==> config.mk <==
export PLATFORM = sky130hd
export DESIGN_NAME = lfu_cache_table_core
export DESIGN_NICKNAME = d
export VERILOG_FILES = /design/src/rtl/core/lfu_pkg.sv /design/src/rtl/core/lfu_cache_table_core.sv /design/src/rtl/core/lfu_ctrl.sv /design/src/rtl/core/lfu_datapath.sv
export VERILOG_INCLUDE_DIRS = /design/src /design/src/rtl/core
export SDC_FILE = /design/constraint.sdc
export NUM_CORES = 2
export LEC_CHECK = 0
export BUFFER_PORTS_ARGS = -buffer_cell sky130_fd_sc_hd__buf_2
export CAP_MARGIN = 40
export CORE_AREA = 2 2 465 467
export CTS_BUF_LIST = sky130_fd_sc_hd__clkbuf_8
export DETAILED_ROUTE_END_ITERATION = 10
export DIE_AREA = 0 0 467 469
export PLACE_DENSITY = 0.48
export SYNTH_ARGS = -nofsm -noshare
export SYNTH_HDL_FRONTEND = slang
export SYNTH_SLANG_ARGS = --single-unit
export TNS_END_PERCENT = 10
==> constraint.sdc <==
create_clock -name i_clk -period 6.95 [get_ports i_clk]
set_input_delay 2.085 -clock i_clk [delete_from_list [all_inputs] [get_ports i_clk]]
set_output_delay 2.085 -clock i_clk [all_outputs]
set_load 0.1 [all_outputs]
==> src/rtl/core/assert_macros.svh <==
// Assertion helpers shared by the core modules.
// Every macro samples on i_clk and is muted while i_rst_n is low.
`ifndef ASSERT_MACROS_SVH
`define ASSERT_MACROS_SVH

// Check that a condition holds at every clock edge.
`define ASSERT_ALWAYS(lbl, cond, msg) \
    lbl: assert property (@(posedge i_clk) disable iff (!i_rst_n) (cond)) else $error(msg);

// Check that the consequent holds in the same cycle as the antecedent.
`define ASSERT_IMPLY(lbl, ante, cons, msg) \
    lbl: assert property (@(posedge i_clk) disable iff (!i_rst_n) (ante) |-> (cons)) \
        else $error(msg);

// Check that the consequent holds in the cycle after the antecedent.
`define ASSERT_NEXT(lbl, ante, cons, msg) \
    lbl: assert property (@(posedge i_clk) disable iff (!i_rst_n) (ante) |=> (cons)) \
        else $error(msg);

`endif

==> src/rtl/core/lfu_pkg.sv <==
`default_nettype none

package lfu_pkg;

    localparam int DATA_W = 32;
    localparam int CFG_W  = 5;

    localparam logic [CFG_W-1:0] CAP_RESET = 5'd16;

    localparam logic OP_GET = 1'b0;
    localparam logic OP_PUT = 1'b1;

    typedef enum logic [1:0] {
        ST_IDLE,
        ST_SCAN,
        ST_UPDATE
    } t_state;

    // controller to datapath
    typedef struct packed {
        logic accept;   // capture the input word and start the scan
        logic update;   // apply the table update and load the result
    } t_dp_cmd;

    // datapath to controller
    typedef struct packed {
        logic scan_done;  // last entry compared this cycle
        logic out_busy;   // result register full and not taken
    } t_dp_sts;

endpackage

`default_nettype wire

==> src/rtl/core/lfu_cache_table_core.sv <==
`default_nettype none
// LFU cache table: fully associative key/value store, least-frequently-used
// replacement with ties going to the least recently used entry.
//
// Input channel i_valid/o_ready carries one word: i_operation (0 get,
// 1 put), i_lookup_key and i_write_value. Output channel o_valid/i_ready
// returns one word per input: o_hit, o_read_value (get hit only) and
// o_evicted. The user must set capacity via i_cfg_we/i_cfg_wdata while idle.
//
// The block does not enforce that rule. A new input word is taken only in
// the idle state, once the previous word's update is applied. The key scan
// reads the key and value memories one entry per cycle into registers, and
// the compare stage picks in the same pass the hit, the first free slot and
// the eviction victim. The update state then applies the count, recency and
// store updates and loads the result register.
//
// A result waits in the output register while i_ready is low; the next
// input word is still taken and scanned, and its update holds until the
// waiting result leaves. Reset empties the table and sets capacity to 16.
module lfu_cache_table_core
    import lfu_pkg::*;
#(
    parameter int CAPACITY    = 16,
    parameter int COUNT_WIDTH = 16
) (
    input  wire logic                     i_clk,
    input  wire logic                     i_rst_n,
    input  wire logic                     i_cfg_we,
    input  wire logic [CFG_W-1:0]         i_cfg_wdata,
    input  wire logic                     i_valid,
    output logic                          o_ready,
    input  wire logic                     i_operation,
    input  wire logic signed [DATA_W-1:0] i_lookup_key,
    input  wire logic signed [DATA_W-1:0] i_write_value,
    output logic                          o_valid,
    input  wire logic                     i_ready,
    output logic                          o_hit,
    output logic signed [DATA_W-1:0]      o_read_value,
    output logic                          o_evicted
);

    t_dp_cmd           dp_cmd;
    t_dp_sts           dp_sts;
    logic [DATA_W-1:0] read_value;

    // sequence accept, scan and update
    lfu_ctrl u_ctrl (
        .i_clk   (i_clk),
        .i_rst_n (i_rst_n),
        .i_valid (i_valid),
        .o_ready (o_ready),
        .i_sts   (dp_sts),
        .o_cmd   (dp_cmd)
    );

    // table state, scan pipeline and result register
    lfu_datapath #(
        .CAPACITY    (CAPACITY),
        .COUNT_WIDTH (COUNT_WIDTH)
    ) u_datapath (
        .i_clk         (i_clk),
        .i_rst_n       (i_rst_n),
        .i_cfg_we      (i_cfg_we),
        .i_cfg_wdata   (i_cfg_wdata),
        .i_cmd         (dp_cmd),
        .o_sts         (dp_sts),
        .i_operation   (i_operation),
        .i_lookup_key  (i_lookup_key),
        .i_write_value (i_write_value),
        .o_valid       (o_valid),
        .i_ready       (i_ready),
        .o_hit         (o_hit),
        .o_read_value  (read_value),
        .o_evicted     (o_evicted)
    );

    assign o_read_value = read_value;

endmodule

`default_nettype wire

==> src/rtl/core/lfu_ctrl.sv <==
`default_nettype none
`include "assert_macros.svh"

module lfu_ctrl
    import lfu_pkg::*;
(
    input  wire logic    i_clk,
    input  wire logic    i_rst_n,
    input  wire logic    i_valid,
    output logic         o_ready,
    input  wire t_dp_sts i_sts,
    output t_dp_cmd      o_cmd
);

    t_state r_state;
    t_state n_state;

    always_ff @(posedge i_clk) begin
        if (!i_rst_n) begin
            r_state <= ST_IDLE;
        end else begin
            r_state <= n_state;
        end
    end

    always_comb begin
        n_state = r_state;
        case (r_state)
            ST_IDLE: begin
                if (i_valid) begin
                    n_state = ST_SCAN;
                end
            end
            ST_SCAN: begin
                if (i_sts.scan_done) begin
                    n_state = ST_UPDATE;
                end
            end
            ST_UPDATE: begin
                if (!i_sts.out_busy) begin
                    n_state = ST_IDLE;
                end
            end
            default: begin
                n_state = ST_IDLE;
            end
        endcase
    end

    always_comb begin
        o_ready      = 1'b0;
        o_cmd.accept = 1'b0;
        o_cmd.update = 1'b0;
        case (r_state)
            ST_IDLE: begin
                o_ready      = 1'b1;
                o_cmd.accept = i_valid;
            end
            ST_SCAN: begin
            end
            ST_UPDATE: begin
                o_cmd.update = !i_sts.out_busy;
            end
            default: begin
            end
        endcase
    end

    `ASSERT_IMPLY(a_done_in_scan, i_sts.scan_done, r_state == ST_SCAN, "scan done outside scan")
    `ASSERT_NEXT(a_accept_scans, o_cmd.accept, r_state == ST_SCAN, "accept did not start scan")
    `ASSERT_NEXT(a_update_frees, o_cmd.update, o_ready, "update did not return to idle")

endmodule

`default_nettype wire

==> src/rtl/core/lfu_datapath.sv <==
`default_nettype none
`include "assert_macros.svh"

module lfu_datapath
    import lfu_pkg::*;
#(
    parameter int CAPACITY    = 16,
    parameter int COUNT_WIDTH = 16
) (
    input  wire logic                i_clk,
    input  wire logic                i_rst_n,
    input  wire logic                i_cfg_we,
    input  wire logic [CFG_W-1:0]    i_cfg_wdata,
    input  wire t_dp_cmd             i_cmd,
    output t_dp_sts                  o_sts,
    input  wire logic                i_operation,
    input  wire logic [DATA_W-1:0]   i_lookup_key,
    input  wire logic [DATA_W-1:0]   i_write_value,
    output logic                     o_valid,
    input  wire logic                i_ready,
    output logic                     o_hit,
    output logic [DATA_W-1:0]        o_read_value,
    output logic                     o_evicted
);

    localparam int IDX_W  = (CAPACITY > 1) ? $clog2(CAPACITY) : 1;
    localparam int RANK_W = IDX_W;
    localparam int OCC_W  = $clog2(CAPACITY + 1);
    localparam int CMP_W  = (OCC_W > CFG_W) ? OCC_W : CFG_W;
    localparam logic [IDX_W-1:0]  LAST_IDX  = IDX_W'(CAPACITY - 1);
    localparam logic [RANK_W-1:0] LAST_RANK = RANK_W'(CAPACITY - 1);

    // key and value stores
    logic [DATA_W-1:0] key_mem [CAPACITY];
    logic [DATA_W-1:0] val_mem [CAPACITY];

    // per-entry state
    logic [CAPACITY-1:0]    r_valid, n_valid;
    logic [COUNT_WIDTH-1:0] r_cnt [CAPACITY];
    logic [COUNT_WIDTH-1:0] n_cnt [CAPACITY];
    logic [RANK_W-1:0]      r_rnk [CAPACITY];
    logic [RANK_W-1:0]      n_rnk [CAPACITY];
    logic [OCC_W-1:0]       r_occ, n_occ;
    logic [CFG_W-1:0]       r_cap_cfg;

    // captured input word
    logic              r_op;
    logic [DATA_W-1:0] r_key_in;
    logic [DATA_W-1:0] r_val_in;

    // scan pipeline
    logic              r_rd_act;
    logic [IDX_W-1:0]  r_rd_idx;
    logic              r_cmp_vld;
    logic [IDX_W-1:0]  r_cmp_idx;
    logic [DATA_W-1:0] r_key_rd;
    logic [DATA_W-1:0] r_val_rd;

    // scan results
    logic                   r_hit;
    logic [IDX_W-1:0]       r_hit_idx;
    logic [RANK_W-1:0]      r_hit_rnk;
    logic [DATA_W-1:0]      r_hit_val;
    logic                   r_free_fnd;
    logic [IDX_W-1:0]       r_free_idx;
    logic                   r_vic_fnd;
    logic [IDX_W-1:0]       r_vic_idx;
    logic [COUNT_WIDTH-1:0] r_vic_cnt;
    logic [RANK_W-1:0]      r_vic_rnk;

    // result register
    logic              r_out_vld;
    logic              r_out_hit;
    logic [DATA_W-1:0] r_out_rd;
    logic              r_out_ev;

    // compare stage view of the scanned entry
    logic                   cmp_v;
    logic [COUNT_WIDTH-1:0] cmp_c;
    logic [RANK_W-1:0]      cmp_k;
    logic                   cmp_better;

    // update decisions
    logic [CMP_W-1:0]  cap_cfg_ext, cap_eff, occ_ext;
    logic              is_put, cap_nz, do_bump, do_ins, evict_ok, ins_ok;
    logic [IDX_W-1:0]  ins_slot;
    logic [RANK_W-1:0] r1;

    always_comb begin
        cap_cfg_ext = CMP_W'(r_cap_cfg);
        cap_eff     = (cap_cfg_ext > CMP_W'(CAPACITY)) ? CMP_W'(CAPACITY) : cap_cfg_ext;
        occ_ext     = CMP_W'(r_occ);
        is_put      = (r_op == OP_PUT);
        cap_nz      = (cap_eff != '0);
        do_bump     = r_hit && (!is_put || cap_nz);
        do_ins      = is_put && cap_nz && !r_hit;
        evict_ok    = do_ins && (occ_ext >= cap_eff) && r_vic_fnd;
        ins_ok      = evict_ok || (do_ins && r_free_fnd);
        ins_slot    = evict_ok ? r_vic_idx : r_free_idx;
    end

    always_comb begin
        cmp_v      = r_valid[r_cmp_idx];
        cmp_c      = r_cnt[r_cmp_idx];
        cmp_k      = r_rnk[r_cmp_idx];
        cmp_better = !r_vic_fnd || (cmp_c < r_vic_cnt) ||
                     ((cmp_c == r_vic_cnt) && (cmp_k > r_vic_rnk));
    end

    // next per-entry state for the update cycle
    always_comb begin
        n_valid = r_valid;
        n_occ   = r_occ;
        r1      = '0;
        for (int i = 0; i < CAPACITY; i++) begin
            n_cnt[i] = r_cnt[i];
            n_rnk[i] = r_rnk[i];
        end
        if (i_cmd.update) begin
            if (do_bump) begin
                for (int i = 0; i < CAPACITY; i++) begin
                    if (IDX_W'(i) == r_hit_idx) begin
                        if (r_cnt[i] != '1) begin
                            n_cnt[i] = r_cnt[i] + 1'b1;
                        end
                        n_rnk[i] = '0;
                    end else if (r_valid[i] && (r_rnk[i] < r_hit_rnk)) begin
                        n_rnk[i] = r_rnk[i] + 1'b1;
                    end
                end
            end
            if (ins_ok) begin
                for (int i = 0; i < CAPACITY; i++) begin
                    if (IDX_W'(i) == ins_slot) begin
                        n_valid[i] = 1'b1;
                        n_cnt[i]   = COUNT_WIDTH'(1);
                        n_rnk[i]   = '0;
                    end else if (r_valid[i]) begin
                        // close the victim's gap, then age behind the newcomer
                        r1 = (evict_ok && (r_rnk[i] > r_vic_rnk)) ? r_rnk[i] - 1'b1
                                                                 : r_rnk[i];
                        n_rnk[i] = (r1 != LAST_RANK) ? r1 + 1'b1 : r1;
                    end
                end
                if (!evict_ok) begin
                    n_occ = r_occ + 1'b1;
                end
            end
        end
    end

    always_ff @(posedge i_clk) begin
        if (!i_rst_n) begin
            r_valid   <= '0;
            r_occ     <= '0;
            r_cap_cfg <= CAP_RESET;
            for (int i = 0; i < CAPACITY; i++) begin
                r_cnt[i] <= '0;
                r_rnk[i] <= '0;
            end
        end else begin
            r_valid <= n_valid;
            r_occ   <= n_occ;
            for (int i = 0; i < CAPACITY; i++) begin
                r_cnt[i] <= n_cnt[i];
                r_rnk[i] <= n_rnk[i];
            end
            if (i_cfg_we) begin
                r_cap_cfg <= i_cfg_wdata;
            end
        end
    end

    // memory write and registered read
    always_ff @(posedge i_clk) begin
        if (i_cmd.update && ins_ok) begin
            key_mem[ins_slot] <= r_key_in;
            val_mem[ins_slot] <= r_val_in;
        end else if (i_cmd.update && do_bump && is_put) begin
            val_mem[r_hit_idx] <= r_val_in;
        end
        if (r_rd_act) begin
            r_key_rd <= key_mem[r_rd_idx];
            r_val_rd <= val_mem[r_rd_idx];
        end
    end

    // scan address and compare stage control
    always_ff @(posedge i_clk) begin
        if (!i_rst_n) begin
            r_rd_act  <= 1'b0;
            r_rd_idx  <= '0;
            r_cmp_vld <= 1'b0;
            r_cmp_idx <= '0;
        end else begin
            r_cmp_vld <= r_rd_act;
            r_cmp_idx <= r_rd_idx;
            if (i_cmd.accept) begin
                r_rd_act <= 1'b1;
                r_rd_idx <= '0;
            end else if (r_rd_act) begin
                r_rd_act <= (r_rd_idx != LAST_IDX);
                r_rd_idx <= r_rd_idx + 1'b1;
            end
        end
    end

    // capture the input word and track match, free slot and victim
    always_ff @(posedge i_clk) begin
        if (i_cmd.accept) begin
            r_op       <= i_operation;
            r_key_in   <= i_lookup_key;
            r_val_in   <= i_write_value;
            r_hit      <= 1'b0;
            r_free_fnd <= 1'b0;
            r_vic_fnd  <= 1'b0;
        end else if (r_cmp_vld) begin
            if (cmp_v && (r_key_rd == r_key_in) && !r_hit) begin
                r_hit     <= 1'b1;
                r_hit_idx <= r_cmp_idx;
                r_hit_rnk <= cmp_k;
                r_hit_val <= r_val_rd;
            end
            if (!cmp_v && !r_free_fnd) begin
                r_free_fnd <= 1'b1;
                r_free_idx <= r_cmp_idx;
            end
            if (cmp_v && cmp_better) begin
                r_vic_fnd <= 1'b1;
                r_vic_idx <= r_cmp_idx;
                r_vic_cnt <= cmp_c;
                r_vic_rnk <= cmp_k;
            end
        end
    end

    // result register
    always_ff @(posedge i_clk) begin
        if (!i_rst_n) begin
            r_out_vld <= 1'b0;
        end else if (i_cmd.update) begin
            r_out_vld <= 1'b1;
        end else if (i_ready) begin
            r_out_vld <= 1'b0;
        end
    end

    always_ff @(posedge i_clk) begin
        if (i_cmd.update) begin
            r_out_hit <= r_hit;
            r_out_rd  <= (!is_put && r_hit) ? r_hit_val : '0;
            r_out_ev  <= evict_ok;
        end
    end

    assign o_sts.scan_done = r_cmp_vld && (r_cmp_idx == LAST_IDX);
    assign o_sts.out_busy  = r_out_vld && !i_ready;
    assign o_valid         = r_out_vld;
    assign o_hit           = r_out_hit;
    assign o_read_value    = r_out_rd;
    assign o_evicted       = r_out_ev;

    `ASSERT_ALWAYS(a_occ_count, r_occ == OCC_W'($countones(r_valid)), "occupancy off")
    `ASSERT_ALWAYS(a_occ_bound, r_occ <= OCC_W'(CAPACITY), "occupancy above capacity")
    `ASSERT_IMPLY(a_victim_found, i_cmd.update && do_ins && (occ_ext >= cap_eff), r_vic_fnd,
        "full table without victim")

endmodule

`default_nettype wire

==> run metrics <==
antenna violations before repair=11; vias=47.0k; slew margin rel.=37.4%; Die X=467 um; Synth Flop Type=edfxtp_1; CTS buffer count=302; final slew viol count=0; clock sinks=1617; Yosys top cell area share=50.6%; pre-CTS setup slack=1.17 ns; sequential fraction of the synthesis area=60.4%; Crit path required time=7.67 ns; Routed Antenna Nets=0; Longest Clk Path Bufs=4; Max FO, Critical Path=31; largest net degree at the start of global routing=130; Pwr Density=231 nW/um^2; Area growth syn-to-layout=13.2%; # nets final=5808; first-pass GRT wire length=318 mm; CTS tree=done; Iteration-0 DRC Markers=3794; Root Driver=clkbuf_8; Final HPWL DP=135 mm; largest area contributor in the netlist=edfxtp_1; CP peak stage delay=0.74 ns; CP endpoint kind=flip-flop; Max VDD drop=157 uV; area of the core=214000 um^2; clock-pin slew on the worst setup and hold paths=0.06 ns; Post-CTS Setup Bufs=0; Fmax=196 MHz; unrepaired setup endpoints after global routing=false; final number of setup-violating endpoints=0; crit start category=flip-flop; Layout Cells excl Fill=8566; Yosys warnings=0; Power, Total=0.0195 W; # IOs=111; Avg Vias per Cell=5.49; commonest cells in the netlist=edfxtp_1, nor2_1, mux4_2; final period utilization=73.6%; syn nets=5530; outcome=finished, final reports clean; Final TNS setup=0 ns; critical path data arrival time=5.83 ns; most frequent cell after synthesis=edfxtp_1; global route overflow=0; kind of critical path=flip-flop to flip-flop; P_leak=27.5 nW; async set-reset flop share out of synthesis=0%; Post-synth EDFFs=1255; Synth area leaders=edfxtp_1, mux4_2, dfxtp_1, ha_1, nor2_1; vias in the first global route=47.3k; die area=219000 um^2; port buffer count=110; clk_lat worst skew=1.03 ns; maxcap violations=0; min cycle time layout=5.11 ns; skew final=0.0928 ns; average cell area after synthesis=14.2 um^2; Post-Synthesis Cells=5252; delay-heaviest family, CP=compound AO/OA/AOI/OAI gates; proportion of layout cells with a drive suffix above 1=20.3%; hold violation total from the final report=0; placed insts=8064; total track usage=19.6%; die height=469 um; router iterations before antenna repair=6; # DRC=0; critical-path cell list=nor2b_2, buf_4, o21a_4, nand2_4, inv_2, a21oi_1, o21ai_0, nand2_1, nor2_4, buf_12; Slew @ Worst Pin=0.928 ns; Syn Std Cell Area=74400 um^2; # hold bufs at CTS=0; #FFs+latches synth=1617; crit path max-delay cell type=o21ai_0; Routed WL=217 mm; GPL Wtd Cong=0.859; drt wl/cell=25.3 um; Unique masters post-synth=102; buffer and inverter count on the worst path=3; cts repair resizes=0; htree depth=5; final worst slack=1.84 ns; final hold slack=0.389 ns; Reg2Reg Setup Slack=1.84 ns; worst min path class=flip-flop to flip-flop; cell row count=170; initial core utilization=34.8%; fill count=19.9k
[path summary, 6_finish.rpt]
| kind | startpoint | end | cells past startpoint |
|---|---|---|---|
| worst max-delay path | u_datapath.is_put$_DFFE_PP_ | u_datapath.val_mem[12][7]$_DFFE_PP_ | 10 |
| worst min-delay path | u_datapath.r_val_rd[20]$_DFFE_PP_ | u_datapath.r_hit_val[20]$_DFFE_PP_ | 0 |
| worst max register to register | u_datapath.is_put$_DFFE_PP_ | u_datapath.val_mem[12][7]$_DFFE_PP_ | 10 |
| worst min register to register | u_datapath.r_val_rd[20]$_DFFE_PP_ | u_datapath.r_hit_val[20]$_DFFE_PP_ | 0 |
[stage by stage]
stage | instance area, um^2 | utilization (%)
floorplan | 74400 | -
global placement | 78700 | 36.8
detailed placement | 79000 | 36.9
CTS | 84200 | 39.4
global route | 84200 | 39.4
finish | 84200 | 39.4
[routing by layer]
metal | global-route usage [%] | wire length, um | part of all wire (%)
met2 | 31.7 | 102000 | 47
met5 | 0 | 11 | 0.0051
met3 | 3.60 | 12300 | 5.7
met1 | 26.8 | 96400 | 44
met4 | 6.15 | 5630 | 2.6
[power breakdown]
group | internal [W] | total (W) | switching [W]
Clock | 0.00436 | 0.00830 | 0.00394
Sequential | 0.0105 | 0.0106 | 0.000139
Combinational | 0.000254 | 0.000587 | 0.000333
Total | 0.0151 | 0.0195 | 0.00441
[placed cells by master, fill, tap and decap left out, types with 115 or more instances in the layout]
cell / instances
a21oi_1: 183
buf_2: 115
clkbuf_8: 328
dfxtp_1: 354
edfxtp_1: 1255
ha_1: 203
inv_1: 218
mux4_2: 424
nand2_1: 279
nand3_1: 173
nand4_1: 132
nor2_1: 437
nor3_1: 118
o21ai_0: 143
xnor2_1: 150
xor2_1: 144
[sequential cells by signal, indices dropped and copies added, names as in the netlist, 16 cells and up]
signal / count
u_datapath.key_mem: 512
u_datapath.o_read_value: 32
u_datapath.r_cnt: 256
u_datapath.r_hit_val: 32
u_datapath.r_key_in: 32
u_datapath.r_key_rd: 32
u_datapath.r_rnk: 64
u_datapath.r_val_in: 32
u_datapath.r_val_rd: 32
u_datapath.r_valid: 16
u_datapath.r_vic_cnt: 16
u_datapath.val_mem: 512
[cell families after synthesis]
family          count (synthesis)  synth area share (%)
compound gates                690                  6.30
fa+ha+maj                     203                  3.41
buf+inv                       397                  2.12
flops                        1617                  60.4
mux                           499                  13.9
xor+xnor                      294                  3.46
simple gates                 1552                  10.4
[final cells by class]
| type | count | area (um^2) | share of cell area, % |
|---|---|---|---|
| diodes | 4 | 10.0 | 0.0119 |
| clock buffers | 328 | 4510 | 5.36 |
| clock inverters | 170 | 739 | 0.878 |
| inverters | 127 | 487 | 0.578 |
| multi-input cells | 3238 | 28200 | 33.5 |
| flip-flops and latches | 1617 | 45000 | 53.4 |
| well taps | 2838 | 3550 | 4.22 |
| repair buffers | 244 | 1790 | 2.12 |
(Power assumes the default switching activity.)
